File: src/rtl/dmc_pkg.sv
// shared types and constants of the direct-mapped cache hit counter
`default_nettype none

package dmc_pkg;

    localparam int ADDR_W    = 32;
    localparam int CNT_W     = 32;
    localparam int CFG_W     = 4;
    localparam int CFG_IDX_W = 1;
    localparam int OUT_W     = 72;

    localparam logic [CNT_W-1:0] CNT_MAX = '1;

    localparam logic [CFG_IDX_W-1:0] REG_BLOCK_BITS = 1'd0;
    localparam logic [CFG_IDX_W-1:0] REG_LINE_BITS  = 1'd1;

    localparam logic [CFG_W-1:0] BLOCK_BITS_RST = 4'd3;
    localparam logic [CFG_W-1:0] LINE_BITS_RST  = 4'd9;

    // controller to datapath
    typedef struct packed {
        logic clr;
        logic load;
        logic rd;
        logic upd;
    } cmd_t;

    // datapath to controller
    typedef struct packed {
        logic clr_last;
        logic out_free;
    } sts_t;

endpackage

`default_nettype wire

File: src/rtl/dmc_ctrl.sv
// sequencing state machine: clearing pass, accept, tag read, compare and update
`default_nettype none

module dmc_ctrl (
    input  wire logic         clk,
    input  wire logic         rst_n,
    input  wire logic         s_tvalid,
    output logic              s_tready,
    input  wire dmc_pkg::sts_t sts,
    output dmc_pkg::cmd_t     cmd
);

    typedef enum logic [3:0] {
        S_CLEAR = 4'b0001,
        S_IDLE  = 4'b0010,
        S_READ  = 4'b0100,
        S_CMP   = 4'b1000
    } state_t;

    state_t state_reg;
    state_t state_next;

    always_ff @(posedge clk or negedge rst_n)
    begin
        if (!rst_n)
        begin
            state_reg <= S_CLEAR;
        end
        else
        begin
            state_reg <= state_next;
        end
    end

    always_comb
    begin
        state_next = state_reg;
        cmd        = '0;
        s_tready   = 1'b0;
        unique case (state_reg)
            S_CLEAR:
            begin
                cmd.clr = 1'b1;
                if (sts.clr_last)
                begin
                    state_next = S_IDLE;
                end
            end
            S_IDLE:
            begin
                s_tready = 1'b1;
                cmd.load = s_tvalid;
                if (s_tvalid)
                begin
                    state_next = S_READ;
                end
            end
            S_READ:
            begin
                cmd.rd     = 1'b1;
                state_next = S_CMP;
            end
            S_CMP:
            begin
                // wait here until the result slot is free
                if (sts.out_free)
                begin
                    cmd.upd    = 1'b1;
                    state_next = S_IDLE;
                end
            end
            default:
            begin
                state_next = S_CLEAR;
            end
        endcase
    end

endmodule

`default_nettype wire

File: config.mk
export PLATFORM = sky130hd
export DESIGN_NAME = dmc_ctrl
export DESIGN_NICKNAME = d
export VERILOG_FILES = /design/src/rtl/dmc_pkg.sv /design/src/rtl/dmc_ctrl.sv
export SDC_FILE = /design/constraint.sdc
export NUM_CORES = 1
export LEC_CHECK = 0
export ABC_CLOCK_PERIOD_IN_PS = 950
export BUFFER_PORTS_ARGS = -buffer_cell sky130_fd_sc_hd__buf_2
export CORE_AREA = 2 2 39 41
export DETAILED_ROUTE_END_ITERATION = 10
export DIE_AREA = 0 0 41 43
export PLACE_DENSITY = 0.43
export SLEW_MARGIN = 15
export SYNTH_ARGS = -nofsm -noshare
export SYNTH_HDL_FRONTEND = slang
export SYNTH_SLANG_ARGS = --single-unit
File: constraint.sdc
create_clock -name clk -period 0.95 [get_ports clk]
set_input_delay 0.1425 -clock clk [delete_from_list [all_inputs] [get_ports clk]]
set_output_delay 0.1425 -clock clk [all_outputs]
set_load 0.01 [all_outputs]
======== Word level (Yosys, flattened, before mapping) ========
Cells that the tools add are included.
word-level totals
  register bits ........................... 4
  word-level logic and storage cells ...... 19
  bits of input ports ..................... 5
cells by class
  reduce and logical (&&, ||, !) cells .... 1
  multiplexer cells ....................... 10
  eq/ne operators ......................... 7
operator list
  operator                                              number
  case mux 4 bit (4 select lines)                       1
  two-way mux 4 bit                                     3
  two-way mux 1 bit                                     6
  != test 2 bit (second input constant)                 3
  equality test 4 x 1 -> 1 bit (second input constant)  1
  equality test 4 x 2 -> 1 bit (second input constant)  1
  equality test 4 x 3 -> 1 bit (second input constant)  1
  equality test 4 bit (second input constant)           1
  AND reduction 3 bit                                   1

======== Depth between registers and ports, before layout ========
Gate-level depths: netlist of run 1.
  depth after elaboration ................. 3
  gate-level depth with buffers ........... 4
  mapped depth without buffers ............ 3

======== Worst setup path after synthesis of run 1 ========
Ideal clock, no wire load.
  path kind ............................... reg-to-output
  from .................................... register state_reg[2]
  to ...................................... output port cmd[2] (netlist bit)
  cell stages (with the launch flop) ...... 4
  data arrival time ....................... 1,105 ps
  setup slack ............................. -297 ps
  path through ............................ dfrtp_1 > buf_6 > nor4b_2 > and2_1
RTL lines
  what                      RTL line        RTL
  start: declaration        dmc_ctrl.sv:20  state_t state_reg;
  start signal: assignment  dmc_ctrl.sv:31  state_reg <= state_next;
  end: declaration          dmc_ctrl.sv:10  output dmc_pkg::cmd_t cmd

==> summary.md, run 1 <==
| Metric | Value |
|---|---|
| Status | `complete, but fails checks` |
| Failing checks | `negative setup slack` |
| Routability cong. | `0.756` |
| Worst Skew | `between 0.008 and 0.009 ns` |
| Arrival time at the worst endpoint | `1.21 ns` |
| P_sw | `374 uW` |
| Core area | `1380 um2` |
| Worst r2r src | `state_reg[0]$_DFFE_PN1P_` |
| Row count | `14` |
| Die footprint | `1760 um2` |
| Drt drc | `0` |
| Ant diodes | `0` |
| Ys async rst share | `1.00` |
| Yosys reg bits | `4` |
| Nets | `50` |
| Ports | `10` |
| Area of the mapped netlist | `263 um2` |
| Initial DRC count | `0` |
| Tcrit/Tclk final | `1.43` |
| Largest net degree at the start of global routing | `9` |
| Worst vdd ir | `0.000967 V` |
| Sw frac | `0.325` |
| Ys flop type | `dfrtp_1` |
| Overflow after GRT | `0` |
| Antenna-violating nets left | `0` |
| Final Max Slew Viols | `0` |
| Int Pwr | `slightly below 800 uW` |
| Post-synthesis sequential area ratio | `0.386` |
| Inst Count DP | `slightly above 50` |
| Worst setup startpoint | `state_reg[2]$_DFFE_PN0P_` |
| Logic pwr share | `0.506` |
| Detailed placer's ending HPWL | `466 um` |
| # fillers | `152` |
| Max Cap Violations | `0` |
| CP Launch Type | `flip-flop` |
| Power Density | `2430 nW/um2` |
| Layout cells sized above 1 | `0.682` |
| Relative slew slack | `0.849` |
| Most common cell in the synthesized netlist | `dfrtp_1` |
| Via Count | `245` |
| Post-Syn Instances | `24` |
| Total wire length | `approximately 640 um` |
| Worst setup margin | `-0.404 ns` |
| Overall Power | `1150 uW` |
| Pre-antenna DRT Iters | `1` |
| Routed length per instance | `10.7 um` |
| Yosys cell types | `20` |
| CTS root buf | `clkbuf_4` |
| Ys Warns | `0` |
| Share of the synthesized area in the top cell type | `0.286` |
| CTS tree | `yes` |
| CP Capture Type | `output pin` |
| Area leader, netlist | `dfrtp_1` |
| Min Tclk post-route | `1.35 ns` |
| Hold path startpoint | `s_tvalid` |
| Lkg Pwr | `between 0.0002 and 0.00025 uW` |
| Synth Area per Inst | `10.9 um2` |
| Hold Vio Cnt, Final | `0` |
| Die Ht | `approximately 43 um` |
| PortBufs | `9` |
| CP max FO | `3` |
| Clk buf depth | `2` |
| Slew @ Worst Pin | `0.226 ns` |
| Final Non-Filler Cells | `60` |
| Routed vias/inst | `4.08` |
| H-Tree Depth | `1` |
| Post-Syn Nets | `29` |
| CTS sink cnt | `4` |
| Post-synth EDFFs | `0` |
| Worst-Skew Late Latency | `0.24 ns` |
| Power share of the clock group | `0.203` |
| Most frequent cells after synthesis | `dfrtp_1, and2_1, nor4b_2` |
| Hold WC Path Type | `input port to flip-flop` |
| Final setup viols | `8` |
| Initial core utilization | `0.190` |
| Final core utilization | `0.343` |
| Max reg flops | `4` |
| Vias in the first global route | `228` |
| Reg clk slew, reported paths | `0.04 ns` |
| Chip Width | `41 um` |
| RSZ-0062 raised after global routing | `true` |
| Initial antenna violation count | `0` |
| Global-route wire length before repair | `993 um` |
| Area Overhead vs Synth | `80.5%` |
| Top cells by area, synth | `dfrtp_1, nor4b_2, dfstp_2` |
| Flop pwr share | `0.291` |
| TritonCTS Buffers | `3` |
| Gr usage total | `0.0895` |
| Max Fclk | `0.739 GHz` |
| Worst endpoint required time | `0.81 ns` |
| Critical path class | `flip-flop to output pin` |
| Setup_tns | `-2.50 ns` |
## power by group through the flow
stage | logic (uW) | clock network [uW] | registers, uW
after detailed placement | 429 | 0 | 331
after global placement | 422 | 0 | 333
after floorplan | 269 | 0 | 319
final | 583 | 233 | 335
after global routing | 639 | 259 | 347
after CTS | 489 | 247 | 334
## per-stage QoR
stage / area, um2 / hold slack, ns / setup WS [ns]
floorplan: 288 / -0.153 / -0.214
global placement: 377 / -0.0530 / -0.207
detailed placement: 377 / -0.0477 / -0.199
CTS: 437 / 0.149 / -0.423
global route: 474 / 0.174 / -0.484
finish: 474 / 0.158 / -0.404
## repair_timing
| action | CTS | global route |
|---|---|---|
| buffers inserted | 1 | 3 |
| gates resized for setup | 5 | 3 |
| endpoints found under the setup margin | 8 | 9 |
| hold buffers | 1 | 0 |
| pin swaps | 0 | 2 |
| hold endpoints to repair | 4 | 0 |
## critical path, stage by stage (launching register included)
cell and delay, ns:
dfrtp_1 0.41, nor4b_4 0.29, and2_4 0.18, buf_6 0.09
## logic make-up after synthesis
kind of cell / Yosys count / share of synthesized area
xor+xnor: 1 / 0.0333
buf+inv: 2 / 0.0714
flops: 4 / 0.386
compound gates: 6 / 0.143
simple gates: 11 / 0.367
## path summary, 6_finish.rpt
kind / cells past startpoint / end / slack [ns]
worst max-delay path: 3 / cmd[2] / -0.40
worst min-delay path: 2 / state_reg[2]$_DFFE_PN0P_ / 0.16
worst max register to register: 4 / state_reg[0]$_DFFE_PN1P_ / -0.27
worst min register to register: 2 / state_reg[2]$_DFFE_PN0P_ / 0.64
max in group asynchronous: 2 / state_reg[0]$_DFFE_PN1P_ / 0.51
min in group asynchronous: 2 / state_reg[2]$_DFFE_PN0P_ / 0.23
## cells in the final DEF, fill, tap and decap left out, drive strengths merged
cell type / n
buf: 17
nor3: 1
a21boi: 1
a31oi: 1
xor2: 1
and2: 2
and4b: 1
nand2b: 1
dfrtp: 3
o22a: 1
nor4b: 3
a21oi: 1
dlygate4sd3: 1
dfstp: 1
o21ai: 2
or3b: 1
nand4bb: 1
nor2: 1
clkbuf: 4
## layer usage
layer | GRT usage | share of wire
met2 | 0.103 | 0.50
met1 | 0.120 | 0.42
met5 | 0 | 0
met4 | 0.100 | 0.020
met3 | 0.0209 | 0.059
## final cells by class
cell class | instances | area [um2] | area share
well taps | 16 | 20.0 | 0.0422
repair buffers | 18 | 149 | 0.314
flip-flops and latches | 4 | 104 | 0.219
clock buffers | 4 | 26.3 | 0.0554
multi-input cells | 18 | 175 | 0.369
Note: power is estimated with default switching activity, not from simulation.
==> run 2: changes to the inputs <==
--- a/config.mk
+++ b/config.mk
@@ -10,7 +10,7 @@
 export CORE_AREA = 2 2 39 41
 export DETAILED_ROUTE_END_ITERATION = 10
 export DIE_AREA = 0 0 41 43
-export PLACE_DENSITY = 0.43
+export PLACE_DENSITY = 0.49
 export SLEW_MARGIN = 15
 export SYNTH_ARGS = -nofsm -noshare
 export SYNTH_HDL_FRONTEND = slang
==> summary.md, run 2 (same netlist as run 1, synthesis figures left out) <==
| Metric | Value |
|---|---|
| Relative slew slack | `0.847 (-0.00112)` |
| Critical Path Max Stage Delay | `0.43 ns (+0.02 ns)` |
| Layout cells sized above 1 | `0.702 (+0.0203)` |
| R2R Setup Slk | `-0.31 ns (-0.04 ns)` |
| Leading cell type in the layout, fill and taps excluded | `buf_2` |
| Max Cap Violations | `0 (unchanged)` |
| Initial DRC count | `4 (+4)` |
| Initial antenna violation count | `0 (unchanged)` |
| Nets | `53 (+6.0%)` |
| Ports | `10 (unchanged)` |
| Final Max Slew Viols | `0 (unchanged)` |
| Final core utilization | `0.358 (+0.0154)` |
| CP Launch Type | `flip-flop` |
| Routability cong. | `0.797 (+5.4%)` |
| Tcrit/Tclk final | `1.45 (+0.0276)` |
| Worst r2r src | `state_reg[3]$_DFFE_PN0P_` |
| Worst Skew | `0.0124 ns (+0.00442 ns)` |
| Detailed placer's ending HPWL | `532 um (+14%)` |
| Critical path class | `flip-flop to output pin` |
| CTS sink cnt | `4 (unchanged)` |
| Min Tclk post-route | `1.38 ns (+0.0262 ns)` |
| Drt drc | `0 (unchanged)` |
| Hold depth | `2 (unchanged)` |
| H-Tree Depth | `1 (unchanged)` |
| Routed length per instance | `11.9 um (+11%)` |
| PortBufs | `9 (unchanged)` |
| Worst setup margin | `-0.430 ns (-0.0262 ns)` |
| CP Capture Type | `output pin` |
| CTS root buf | `clkbuf_4` |
| Hold WC Path Type | `input port to flip-flop` |
| Gr usage total | `0.118 (+0.0289)` |
| Hold Path Sink | `state_reg[2]$_DFFE_PN0P_` |
| Hold Vio Cnt, Final | `0 (unchanged)` |
| Worst vdd ir | `0.000888 V (-8.1%)` |
| Routed vias/inst | `4.59 (+12%)` |
| Die footprint | `1760 um2 (unchanged)` |
| Lkg Pwr | `0.000228 uW (+9.1%)` |
| Arrival time at the worst endpoint | `1.24 ns (+0.03 ns)` |
| Worst r2r path cells | `5 (+1)` |
| Status | `complete, but fails checks` |
| Failing checks | `negative setup slack` |
| TritonCTS Buffers | `3 (unchanged)` |
| Worst-Skew Late Latency | `0.25 ns (about the same)` |
| Reg clk slew, reported paths | `0.05 ns (about the same)` |
| Total wire length | `749 um (+17%)` |
| Overflow after GRT | `0 (unchanged)` |
| Ant diodes | `0 (unchanged)` |
| Power Density | `2390 nW/um2 (-1.4%)` |
| Clk buf depth | `2 (unchanged)` |
| Hold slack final | `0.175 ns (+0.0168 ns)` |
| Crit path cell chain | `nor4b_4 -> and2_4 -> buf_6` |
| Row count | `14 (unchanged)` |
| Area Overhead vs Synth | `88.6%` |
| Commonest non-fill, non-tap cells in the layout | `buf_2, buf_4, buf_6` |
| Vias in the first global route | `277 (+21%)` |
| Chip Width | `41 um (unchanged)` |
| Pre-antenna DRT Iters | `2 (+1)` |
| Final setup viols | `8 (unchanged)` |
| FF-to-FF End | `state_reg[1]$_DFFE_PN0P_` |
| Max reg flops | `4 (unchanged)` |
| RSZ-0062 raised after global routing | `true` |
| Slowest CP cell | `dfrtp_2` |
| Slew @ Worst Pin | `0.228 ns (+0.00168 ns)` |
| Via Count | `289 (+18%)` |
| Max Fclk | `0.725 GHz (-1.9%)` |
| Worst endpoint required time | `0.81 ns (about the same)` |
| Global-route wire length before repair | `1220 um (+23%)` |
| Initial core utilization | `0.190 (unchanged)` |
| Core area | `1380 um2 (unchanged)` |
| Die Ht | `43 um (unchanged)` |
| CTS tree | `yes` |
| Antenna-violating nets left | `0 (unchanged)` |
| Largest net degree at the start of global routing | `7 (-2)` |
| CP max FO | `3 (unchanged)` |
| Hold path startpoint | `s_tvalid` |
## run 2: repair_timing
item | in CTS | in global routing
resized for setup | 5 | 5
gates cloned | 0 | 0
endpoints found under the hold margin | 4 | 0
hold buffers | 1 | 0
pin swaps | 2 | 2
setup buffers | 1 | 2
setup endpoints to repair | 9 | 9
## run 2: area by class of cell
class	instances	area [um2]
timing repair buffer	21	159
sequential	4	105
multi-input combinational	18	185
fill	137	888
tap	16	20.0
clock buffer	4	26.3
## run 2: metal layers
layer | up-vias | GRT usage | share of wire | routed length [um]
met5 | - | 0 | 0 | 0
met4 | 0 | 0.100 | 0.032 | 24
met3 | 4 | 0.0942 | 0.071 | 53
met2 | 10 | 0.138 | 0.49 | 364
met1 | 138 | 0.132 | 0.41 | 307
li1 | 137 | - | - | -
## run 2: how the worst max path moves through the flow
stage	from	to	slack (ns)	depth (start not counted)
3_5_place_dp	state_reg[2]$_DFFE_PN0P_	state_reg[3]$_DFFE_PN0P_	-0.21	3
5_1_grt	state_reg[2]$_DFFE_PN0P_	cmd[2]	-0.49	3
6_report	state_reg[2]$_DFFE_PN0P_	cmd[2]	-0.43	3
3_3_place_gp	state_reg[3]$_DFFE_PN0P_	state_reg[1]$_DFFE_PN0P_	-0.21	4
4_1_cts	state_reg[2]$_DFFE_PN0P_	cmd[2]	-0.44	3
2_1_floorplan	state_reg[2]$_DFFE_PN0P_	cmd[2]	-0.21	3
## run 2: stage by stage
stage,area (um2),std cells,worst slack [ns],total power (uW),TNS [ns]
6_report,495,63,-0.430,1190,-2.73
5_1_grt,495,63,-0.489,1270,-3.25
3_5_place_dp,394,55,-0.215,782,-1.30
4_1_cts,462,61,-0.443,1110,-2.65
2_1_floorplan,288,24,-0.214,588,-0.657
3_3_place_gp,394,55,-0.207,785,-1.29
## run 2: power breakdown
part           leakage (uW)  switching, uW  internal [uW]  total, uW
Combinational      0.000166            212            387        599
Sequential        0.0000465            105            240        346
Clock             0.0000150           82.9            158        241
## run 2: worst max-delay path, delay by kind of cell, from the launching register on
| family | cells | cell delay [ns] |
|---|---|---|
| AND/OR/NAND/NOR | 2 | 0.47 |
| flip-flops | 1 | 0.43 |
| buffers and inverters | 1 | 0.09 |
